$ cat src/rtl/core/fcca_pkg.sv
`default_nettype none

package fcca_pkg;

   localparam int unsigned BYTE_W = 8;
   localparam int unsigned CRC_W = 16;
   localparam logic [CRC_W-1:0] CRC_POLY = 16'h1021;
   localparam logic [CRC_W-1:0] CRC_INIT = 16'h0000;

   // held-back byte count in check mode, saturates at two
   localparam logic [1:0] SEEN_NONE = 2'd0;
   localparam logic [1:0] SEEN_FULL = 2'd2;

   // number of result bytes produced by one input byte
   localparam logic [1:0] RSP_ONE = 2'd1;
   localparam logic [1:0] RSP_TWO = 2'd2;
   localparam logic [1:0] RSP_THREE = 2'd3;

   localparam logic MODE_CHECK = 1'b0;
   localparam logic MODE_APPEND = 1'b1;

   typedef struct packed {
      logic [1:0] count;
      logic [BYTE_W-1:0] data;
      logic last;
      logic check_valid;
      logic crc_ok;
      logic too_short;
      logic [CRC_W-1:0] crc;
   } result_type;

   // one byte of CRC-16, MSB first, unrolled
   function automatic logic [CRC_W-1:0] crc16_step(input logic [CRC_W-1:0] c_in,
                                                   input logic [BYTE_W-1:0] b);
      logic [CRC_W-1:0] c;
      c = c_in ^ {b, {(CRC_W-BYTE_W){1'b0}}};
      for (int k = 0; k < BYTE_W; k++) begin
         if (c[CRC_W-1]) begin
            c = {c[CRC_W-2:0], 1'b0} ^ CRC_POLY;
         end else begin
            c = {c[CRC_W-2:0], 1'b0};
         end
      end
      return c;
   endfunction

endpackage

`default_nettype wire

$ cat src/rtl/core/fcca_frame.sv
`default_nettype none

module fcca_frame
   import fcca_pkg::*;
(
   input  wire logic              clock,
   input  wire logic              reset,
   input  wire logic              mode,
   input  wire logic              clear,
   input  wire logic              step,
   input  wire logic [BYTE_W-1:0] data_byte,
   input  wire logic              is_last,
   output result_type             result
);

   logic [CRC_W-1:0] crc_ff, crc_in;
   logic [BYTE_W-1:0] prev_ff, prev_in;
   logic [BYTE_W-1:0] older_ff, older_in;
   logic [1:0] seen_ff, seen_in;

   logic [CRC_W-1:0] crc_gen;
   logic [CRC_W-1:0] crc_chk;

   always_comb begin
      crc_gen = crc16_step(crc_ff, data_byte);
      // the byte two places back is now known to be body, fold it in
      crc_chk = (seen_ff == SEEN_FULL) ? crc16_step(crc_ff, older_ff) : crc_ff;

      result = '0;
      result.data = data_byte;
      crc_in = crc_ff;
      prev_in = prev_ff;
      older_in = older_ff;
      seen_in = seen_ff;

      if (mode == MODE_APPEND) begin
         result.count = is_last ? RSP_THREE : RSP_ONE;
         result.crc = crc_gen;
         crc_in = crc_gen;
      end else begin
         result.count = RSP_ONE;
         result.crc = crc_chk;
         result.last = is_last;
         result.check_valid = is_last;
         result.too_short = is_last && (seen_ff == SEEN_NONE);
         result.crc_ok = is_last && (seen_ff != SEEN_NONE) &&
                         (crc_chk == {prev_ff, data_byte});
         crc_in = crc_chk;
         older_in = prev_ff;
         prev_in = data_byte;
         if (seen_ff != SEEN_FULL) begin
            seen_in = seen_ff + 2'd1;
         end
      end

      if (is_last) begin
         crc_in = CRC_INIT;
         prev_in = '0;
         older_in = '0;
         seen_in = SEEN_NONE;
      end
   end

   always_ff @(posedge clock) begin
      if (reset || clear) begin
         crc_ff <= CRC_INIT;
         prev_ff <= '0;
         older_ff <= '0;
         seen_ff <= SEEN_NONE;
      end else if (step) begin
         crc_ff <= crc_in;
         prev_ff <= prev_in;
         older_ff <= older_in;
         seen_ff <= seen_in;
      end
   end

endmodule

`default_nettype wire

$ cat src/rtl/core/frame_crc16_check_append.sv
// Data path: a result byte comes from its input transaction through the input register,
//   then the result register.
// Throughput: one byte per cycle while the output accepts; in append mode the last body
//   byte yields three result bytes and holds the input side until the trailer is taken.
// The output register drains while the next byte waits in the input register.
// Reset (synchronous, active high) selects check mode and clears the frame state.
`default_nettype none

module frame_crc16_check_append
   import fcca_pkg::*;
(
   input  wire logic              clock,
   input  wire logic              reset,
   input  wire logic              req_tvalid,
   output logic                   req_tready,
   input  wire logic [BYTE_W-1:0] req_tdata,   // [7:0] data_byte
   input  wire logic              req_tlast,   // is_last
   output logic                   rsp_tvalid,
   input  wire logic              rsp_tready,
   output logic [BYTE_W-1:0]      rsp_tdata,   // [7:0] out_byte
   output logic                   rsp_tlast,   // out_last
   output logic [2:0]             rsp_tuser,   // [0] check_valid, [1] crc_ok, [2] too_short
   input  wire logic              csr_valid,
   output logic                   csr_ready,
   input  wire logic              csr_data     // mode
);

   logic mode_ff;

   logic in_vld_ff, in_vld_in;
   logic [BYTE_W-1:0] in_byte_ff;
   logic in_last_ff;

   logic [1:0] rsp_cnt_ff, rsp_cnt_in;
   logic [BYTE_W-1:0] rsp_byte_ff, rsp_byte_in;
   logic rsp_last_ff, rsp_last_in;
   logic [2:0] rsp_user_ff, rsp_user_in;
   logic [CRC_W-1:0] crc_ff, crc_in;

   logic csr_write;
   logic req_take;
   logic rsp_take;
   logic out_free;
   logic advance;
   result_type res;

   assign csr_ready = 1'b1;
   assign csr_write = csr_valid && csr_ready;

   assign rsp_tvalid = (rsp_cnt_ff != 2'd0);
   assign rsp_tdata = rsp_byte_ff;
   assign rsp_tlast = rsp_last_ff;
   assign rsp_tuser = rsp_user_ff;

   assign rsp_take = rsp_tvalid && rsp_tready;
   assign out_free = (rsp_cnt_ff == 2'd0) || (rsp_take && rsp_cnt_ff == RSP_ONE);
   assign advance = in_vld_ff && out_free;
   assign req_tready = !in_vld_ff || advance;
   assign req_take = req_tvalid && req_tready;

   fcca_frame u_frame (
      .clock     (clock),
      .reset     (reset),
      .mode      (mode_ff),
      .clear     (csr_write),
      .step      (advance),
      .data_byte (in_byte_ff),
      .is_last   (in_last_ff),
      .result    (res)
   );

   always_comb begin
      in_vld_in = in_vld_ff;
      if (req_take) begin
         in_vld_in = 1'b1;
      end else if (advance) begin
         in_vld_in = 1'b0;
      end
   end

   always_comb begin
      rsp_cnt_in = rsp_cnt_ff;
      rsp_byte_in = rsp_byte_ff;
      rsp_last_in = rsp_last_ff;
      rsp_user_in = rsp_user_ff;
      crc_in = crc_ff;
      if (advance) begin
         rsp_cnt_in = res.count;
         rsp_byte_in = res.data;
         rsp_last_in = res.last;
         rsp_user_in = {res.too_short, res.crc_ok, res.check_valid};
         crc_in = res.crc;
      end else if (rsp_take) begin
         rsp_cnt_in = rsp_cnt_ff - 2'd1;
         rsp_user_in = '0;
         // appended trailer: high byte, then low byte closing the frame
         rsp_byte_in = (rsp_cnt_ff == RSP_THREE) ? crc_ff[CRC_W-1:BYTE_W]
                                                  : crc_ff[BYTE_W-1:0];
         rsp_last_in = (rsp_cnt_ff == RSP_TWO);
      end
   end

   always_ff @(posedge clock) begin
      if (reset) begin
         mode_ff <= MODE_CHECK;
         in_vld_ff <= 1'b0;
         rsp_cnt_ff <= 2'd0;
      end else begin
         if (csr_write) begin
            mode_ff <= csr_data;
         end
         in_vld_ff <= in_vld_in;
         rsp_cnt_ff <= rsp_cnt_in;
      end
   end

   always_ff @(posedge clock) begin
      if (req_take) begin
         in_byte_ff <= req_tdata;
         in_last_ff <= req_tlast;
      end
      rsp_byte_ff <= rsp_byte_in;
      rsp_last_ff <= rsp_last_in;
      rsp_user_ff <= rsp_user_in;
      crc_ff <= crc_in;
   end

   a_trailer_no_verdict: assert property (@(posedge clock) disable iff (reset)
      (rsp_cnt_ff == RSP_THREE || rsp_cnt_ff == RSP_TWO) |-> (rsp_user_ff == 3'b000))
      else $error("verdict flags set on a byte ahead of appended trailer");

   a_trailer_not_last: assert property (@(posedge clock) disable iff (reset)
      (rsp_cnt_ff == RSP_THREE || rsp_cnt_ff == RSP_TWO) |-> !rsp_last_ff)
      else $error("frame end flagged before appended trailer is done");

   a_trailer_high: assert property (@(posedge clock) disable iff (reset)
      (rsp_take && rsp_cnt_ff == RSP_THREE) |=>
         (rsp_cnt_ff == RSP_TWO && rsp_tdata == $past(crc_ff[CRC_W-1:BYTE_W])))
      else $error("CRC high byte not presented after last body byte");

   a_flags_need_verdict: assert property (@(posedge clock) disable iff (reset)
      (rsp_tvalid && !rsp_user_ff[0]) |-> (rsp_user_ff[2:1] == 2'b00))
      else $error("crc_ok or too_short set without check_valid");

   a_input_held: assert property (@(posedge clock) disable iff (reset)
      (in_vld_ff && !advance) |=> (in_vld_ff && $stable(in_byte_ff) && $stable(in_last_ff)))
      else $error("waiting input byte lost or changed");

endmodule

`default_nettype wire
$ cat config.mk
export PLATFORM = sky130hd
export DESIGN_NAME = frame_crc16_check_append
export DESIGN_NICKNAME = d
export VERILOG_FILES = /design/src/rtl/core/fcca_pkg.sv /design/src/rtl/core/fcca_frame.sv /design/src/rtl/core/frame_crc16_check_append.sv
export SDC_FILE = /design/constraint.sdc
export NUM_CORES = 1
export LEC_CHECK = 0
export ABC_AREA = 0
export BUFFER_PORTS_ARGS = -buffer_cell sky130_fd_sc_hd__buf_2
export CELL_PAD_IN_SITES_DETAIL_PLACEMENT = 1
export CELL_PAD_IN_SITES_GLOBAL_PLACEMENT = 1
export CORE_ASPECT_RATIO = 1.2
export CORE_MARGIN = 4
export CORE_UTILIZATION = 50
export CTS_BUF_LIST = sky130_fd_sc_hd__clkbuf_8
export CTS_CLUSTER_DIAMETER = 200
export CTS_CLUSTER_SIZE = 24
export DETAILED_ROUTE_END_ITERATION = 10
export PLACE_DENSITY_LB_ADDON = 0.1
export SYNTH_ARGS = -nofsm -noshare
export SYNTH_HDL_FRONTEND = slang
export SYNTH_SLANG_ARGS = --single-unit
$ cat constraint.sdc
create_clock -name clock -period 3.6 [get_ports clock]
set_input_delay 0.72 -clock clock [delete_from_list [all_inputs] [get_ports clock]]
set_output_delay 0.72 -clock clock [all_outputs]
set_load 0.05 [all_outputs]
==> run_results.csv <==
group,metric,value,unit
floorplan,initial_core_util,0.523,
final_layout,area_growth_syn_to_layout,8.57,%
timing,whs,0.505,ns
power_and_ir_drop,leakage,1.62,nW
run,max_cap_violations,0,
global_route,grtUsageTotal,0.222,
timing,finalHoldViolCount,0,
clock_network,holdBufCountCts,0,
logic_synthesis,synthCells,393,
routing,vias,2942,
logic_synthesis,yosys_warnings,0,
routing,wl_per_cell,19.9,um
worst_setup_path,endpoint_kind,"flip-flop",
routing,drtIter0Drc,163,
routing,postRouteAntennaNets,0,
placement,finalWeightedCongestion,0.900,
routing,drc,0,
worst_hold_path,hp-class,"flip-flop to flip-flop",
floorplan,die_x,90.4,um
worst_setup_path,critical_path_class,"flip-flop to flip-flop",
routing,dr.pass1.iters,4,
power_and_ir_drop,finalPower,0.00239,W
placement,hpwl,7450,um
global_route,grt_max_degree,35,
timing,tightest_slew,1.07,ns
clock_network,clockBufferDepth,2,
timing,slew_violations,0,
worst_setup_path,critPathMaxStageDelay,0.79,ns
power_and_ir_drop,sw_frac_of_total,0.371,
worst_setup_path,crit_fanout,21,
timing,period_share,0.733,
timing,setup_violations,0,
clock_network,cts_setup_buffers,0,
logic_synthesis,synth_async_sr_flop_share,0,
clock_network,clkSinkCount,75,
worst_setup_path,critPathLaunchType,"flip-flop",
worst_hold_path,min_from,"u_frame.seen_ff[0]$_SDFFE_PP0P_",
power_and_ir_drop,internal-power,0.00151,W
global_route,grt_pass1_wl,16500,um
worst_setup_path,worstRegToRegCells,8,
worst_setup_path,critPathRequiredTime,3.78,ns
clock_network,cts-resized-gates,0,
timing,slew_headroom,0.287,
clock_network,cts.htree.levels,3,
floorplan,num_rows,35,
logic_synthesis,syn-num-nets,414,
floorplan,dieHeight,107,um
clock_network,cts_buffers,9,
final_layout,diodes,0,
worst_setup_path,crit_family,"compound AO/OA/AOI/OAI gates",
power_and_ir_drop,pwr-share-comb,0.302,
final_layout,layout.nets,431,
placement,postPlaceCellArea,0.00426,mm^2
routing,drt_wl_total,10100,um
power_and_ir_drop,powerDensity,541,mW/mm^2
logic_synthesis,yosys.cell_types.count,58,
placement,io_buffers,28,
run_status,status,"finished clean",
worst_hold_path,min_to,"u_frame.seen_ff[0]$_SDFFE_PP0P_",
power_and_ir_drop,clockPowerShare,0.230,
clock_network,clkLatencyLatePin,0.35,ns
floorplan,core,0.00779,mm^2
power_and_ir_drop,seqPwrFrac,0.468,
timing,fin_crit,2.64,ns
worst_setup_path,crit_path_top_delay_cell,"ha_1",
clock_network,clockRootBuffer,"clkbuf_8",
worst_setup_path,crit_buf_inv,1,
global_route,grt_remaining_overflow,0,
final_layout,finish.instance_area,0.00442,mm^2
power_and_ir_drop,p_switching,0.000889,W
logic_synthesis,ys_ff_latch,75,
worst_setup_path,arrival,2.82,ns
worst_setup_path,path_cells,"inv_1 > ha_1 > nor2_1 > a21o_2 > a22oi_1 > o311ai_0 > a2111o_1 > nor4_2",
routing,vias_per_cell,5.80,
floorplan,design.die.area,0.00966,mm^2
timing,rsz0062_at_grt,"false",
logic_synthesis,synth-edff-count,37,
logic_synthesis,ys_seq_area_frac,0.459,
global_route,grt_pass1_vias,2963,
timing,finalSetupTns,0,ns
clock_network,path_clk_slew,0.08,ns
worst_setup_path,reg2reg_from,"u_frame.seen_ff[0]$_SDFFE_PP0P_",
timing,skew,0.0103,ns
worst_setup_path,worstReg2RegEnd,"rsp_tuser[1]$_SDFFCE_PP0P_",
final_layout,drive_above_1_share,0.142,
logic_synthesis,netlist_area,0.00407,mm^2
timing,fmax,379,MHz
power_and_ir_drop,irDropWorstVdd,0.333,mV
worst_hold_path,hold_depth,2,
floorplan,pin_count,30,
logic_synthesis,synthFlopType,"dfxtp_1",
worst_setup_path,r2r_setup_slack,0.96,ns
global_route,grt_antenna_before_repair,0,
clock_network,tritoncts,"done",
logic_synthesis,syn_area_per_cell,10.4,um^2
## tightest hold or removal path, cell delays in order (launching register included)
cell     delay [ns]
dfxtp_1        0.34
a21oi_1        0.06
nor2_1         0.07
## worst max-delay path by stage
stage,endpoint,startpoint,slack [ns],depth (start not counted)
global route,rsp_tuser[1]$_SDFFCE_PP0P_,u_frame.seen_ff[0]$_SDFFE_PP0P_,0.71,8
finish,rsp_tuser[1]$_SDFFCE_PP0P_,u_frame.seen_ff[0]$_SDFFE_PP0P_,0.96,8
global placement,rsp_tuser[1]$_SDFFCE_PP0P_,u_frame.seen_ff[0]$_SDFFE_PP0P_,1.06,8
floorplan,rsp_tdata[6]$_DFFE_PP_,rsp_tready,1.11,7
detailed placement,rsp_tuser[1]$_SDFFCE_PP0P_,u_frame.seen_ff[0]$_SDFFE_PP0P_,0.97,8
CTS,rsp_tuser[1]$_SDFFCE_PP0P_,u_frame.seen_ff[0]$_SDFFE_PP0P_,0.95,8
## per-layer routing
layer  vias up  wire length [um]  GRT usage  share of wire
li1       1422                 -          -              -
met5         -                 0          0              0
met4         0               128     0.0689          0.013
met3        11               548     0.0358          0.054
met1      1446              4500      0.297           0.45
met2        63              4890      0.373           0.49
## registers in the layout, summed over array words and instances (netlist names), 2 cells and up
register          count
crc_ff               16
u_frame.crc_ff       16
in_byte_ff            8
rsp_tdata             8
u_frame.older_ff      8
u_frame.prev_ff       8
rsp_tuser             3
rsp_cnt_ff            2
u_frame.seen_ff       2
## final cells by class
| class | count | area (um^2) |
|---|---|---|
| clock buffers | 10 | 138 |
| clock inverters | 6 | 26.3 |
| fillers | 877 | 3370 |
| inverters | 13 | 48.8 |
| multi-input cells | 276 | 2030 |
| flip-flops and latches | 75 | 1870 |
| well taps | 92 | 115 |
| repair buffers | 35 | 193 |
## cell families (layout without fill, tap and decap cells)
group           count (synthesis)  in the layout  synth area share
simple gates                   92             92             0.102
compound gates                 84             84             0.143
flops                          75             75             0.459
xor+xnor                       68             68             0.172
buf+inv                        42             64            0.0421
mux                            25             25            0.0617
fa+ha+maj                       6              6            0.0184
other cells                     1              1          0.000920
## layout by cell type (no fill, tap or decap), types with 2 or more instances in the layout
master    instances
xnor2_2           3
clkinv_2          3
xnor3_1           4
o21ai_0          13
clkbuf_8         10
buf_4             7
inv_1            15
buf_2            28
nand2_1          23
mux2i_1          24
a22oi_1          27
a32o_1            4
a211oi_1          4
edfxtp_1         37
nand3_1           3
o22ai_1           2
a21oi_1          14
xor2_1           20
nor2b_1           4
nor3_1            2
xnor2_1          39
nor2_1           45
and3_1            2
a21o_1            4
a31oi_1           2
dfxtp_1          38
ha_1              6
and2_1            3
## metrics by stage
| stage | utilization | instances | setup WS, ns |
|---|---|---|---|
| after floorplan | - | 393 | 1.11 |
| after global placement | 0.546 | 491 | 1.06 |
| after detailed placement | 0.546 | 491 | 0.975 |
| after CTS | 0.567 | 507 | 0.949 |
| after global routing | 0.567 | 507 | 0.712 |
| final | 0.567 | 507 | 0.961 |
## synthesized netlist by cell type, drive strengths merged, types with 2 or more instances
| cell type | instances | area, um^2 |
|---|---|---|
| dfxtp | 38 | 761 |
| clkbuf | 19 | 71.3 |
| xnor2 | 43 | 418 |
| o21ai | 14 | 70.1 |
| inv | 12 | 45.0 |
| nand2 | 23 | 86.3 |
| xor2 | 21 | 191 |
| mux2i | 24 | 240 |
| a31oi | 2 | 12.5 |
| ha | 6 | 75.1 |
| buf | 10 | 51.3 |
| nand3 | 3 | 15.0 |
| a32o | 4 | 40.0 |
| nor2 | 45 | 169 |
| a22oi | 27 | 203 |
| edfxtp | 37 | 1110 |
| and3 | 2 | 12.5 |
| nor2b | 4 | 25.0 |
| and2 | 3 | 18.8 |
| a21oi | 14 | 70.1 |
| nor3 | 2 | 10.0 |
| a21o | 5 | 38.8 |
| xnor3 | 4 | 90.1 |
| o22ai | 2 | 12.5 |
| a211oi | 4 | 30.0 |
## power groups by stage
| stage | clock network, W | registers, W | logic, W |
|---|---|---|---|
| after floorplan | 0 | 0.00129 | 0.000375 |
| after global placement | 0 | 0.00114 | 0.000708 |
| after detailed placement | 0 | 0.00114 | 0.000727 |
| after CTS | 0.000565 | 0.00112 | 0.000729 |
| after global routing | 0.000607 | 0.00114 | 0.000782 |
| final | 0.000551 | 0.00112 | 0.000722 |
Note: power is estimated with default switching activity, not from simulation.
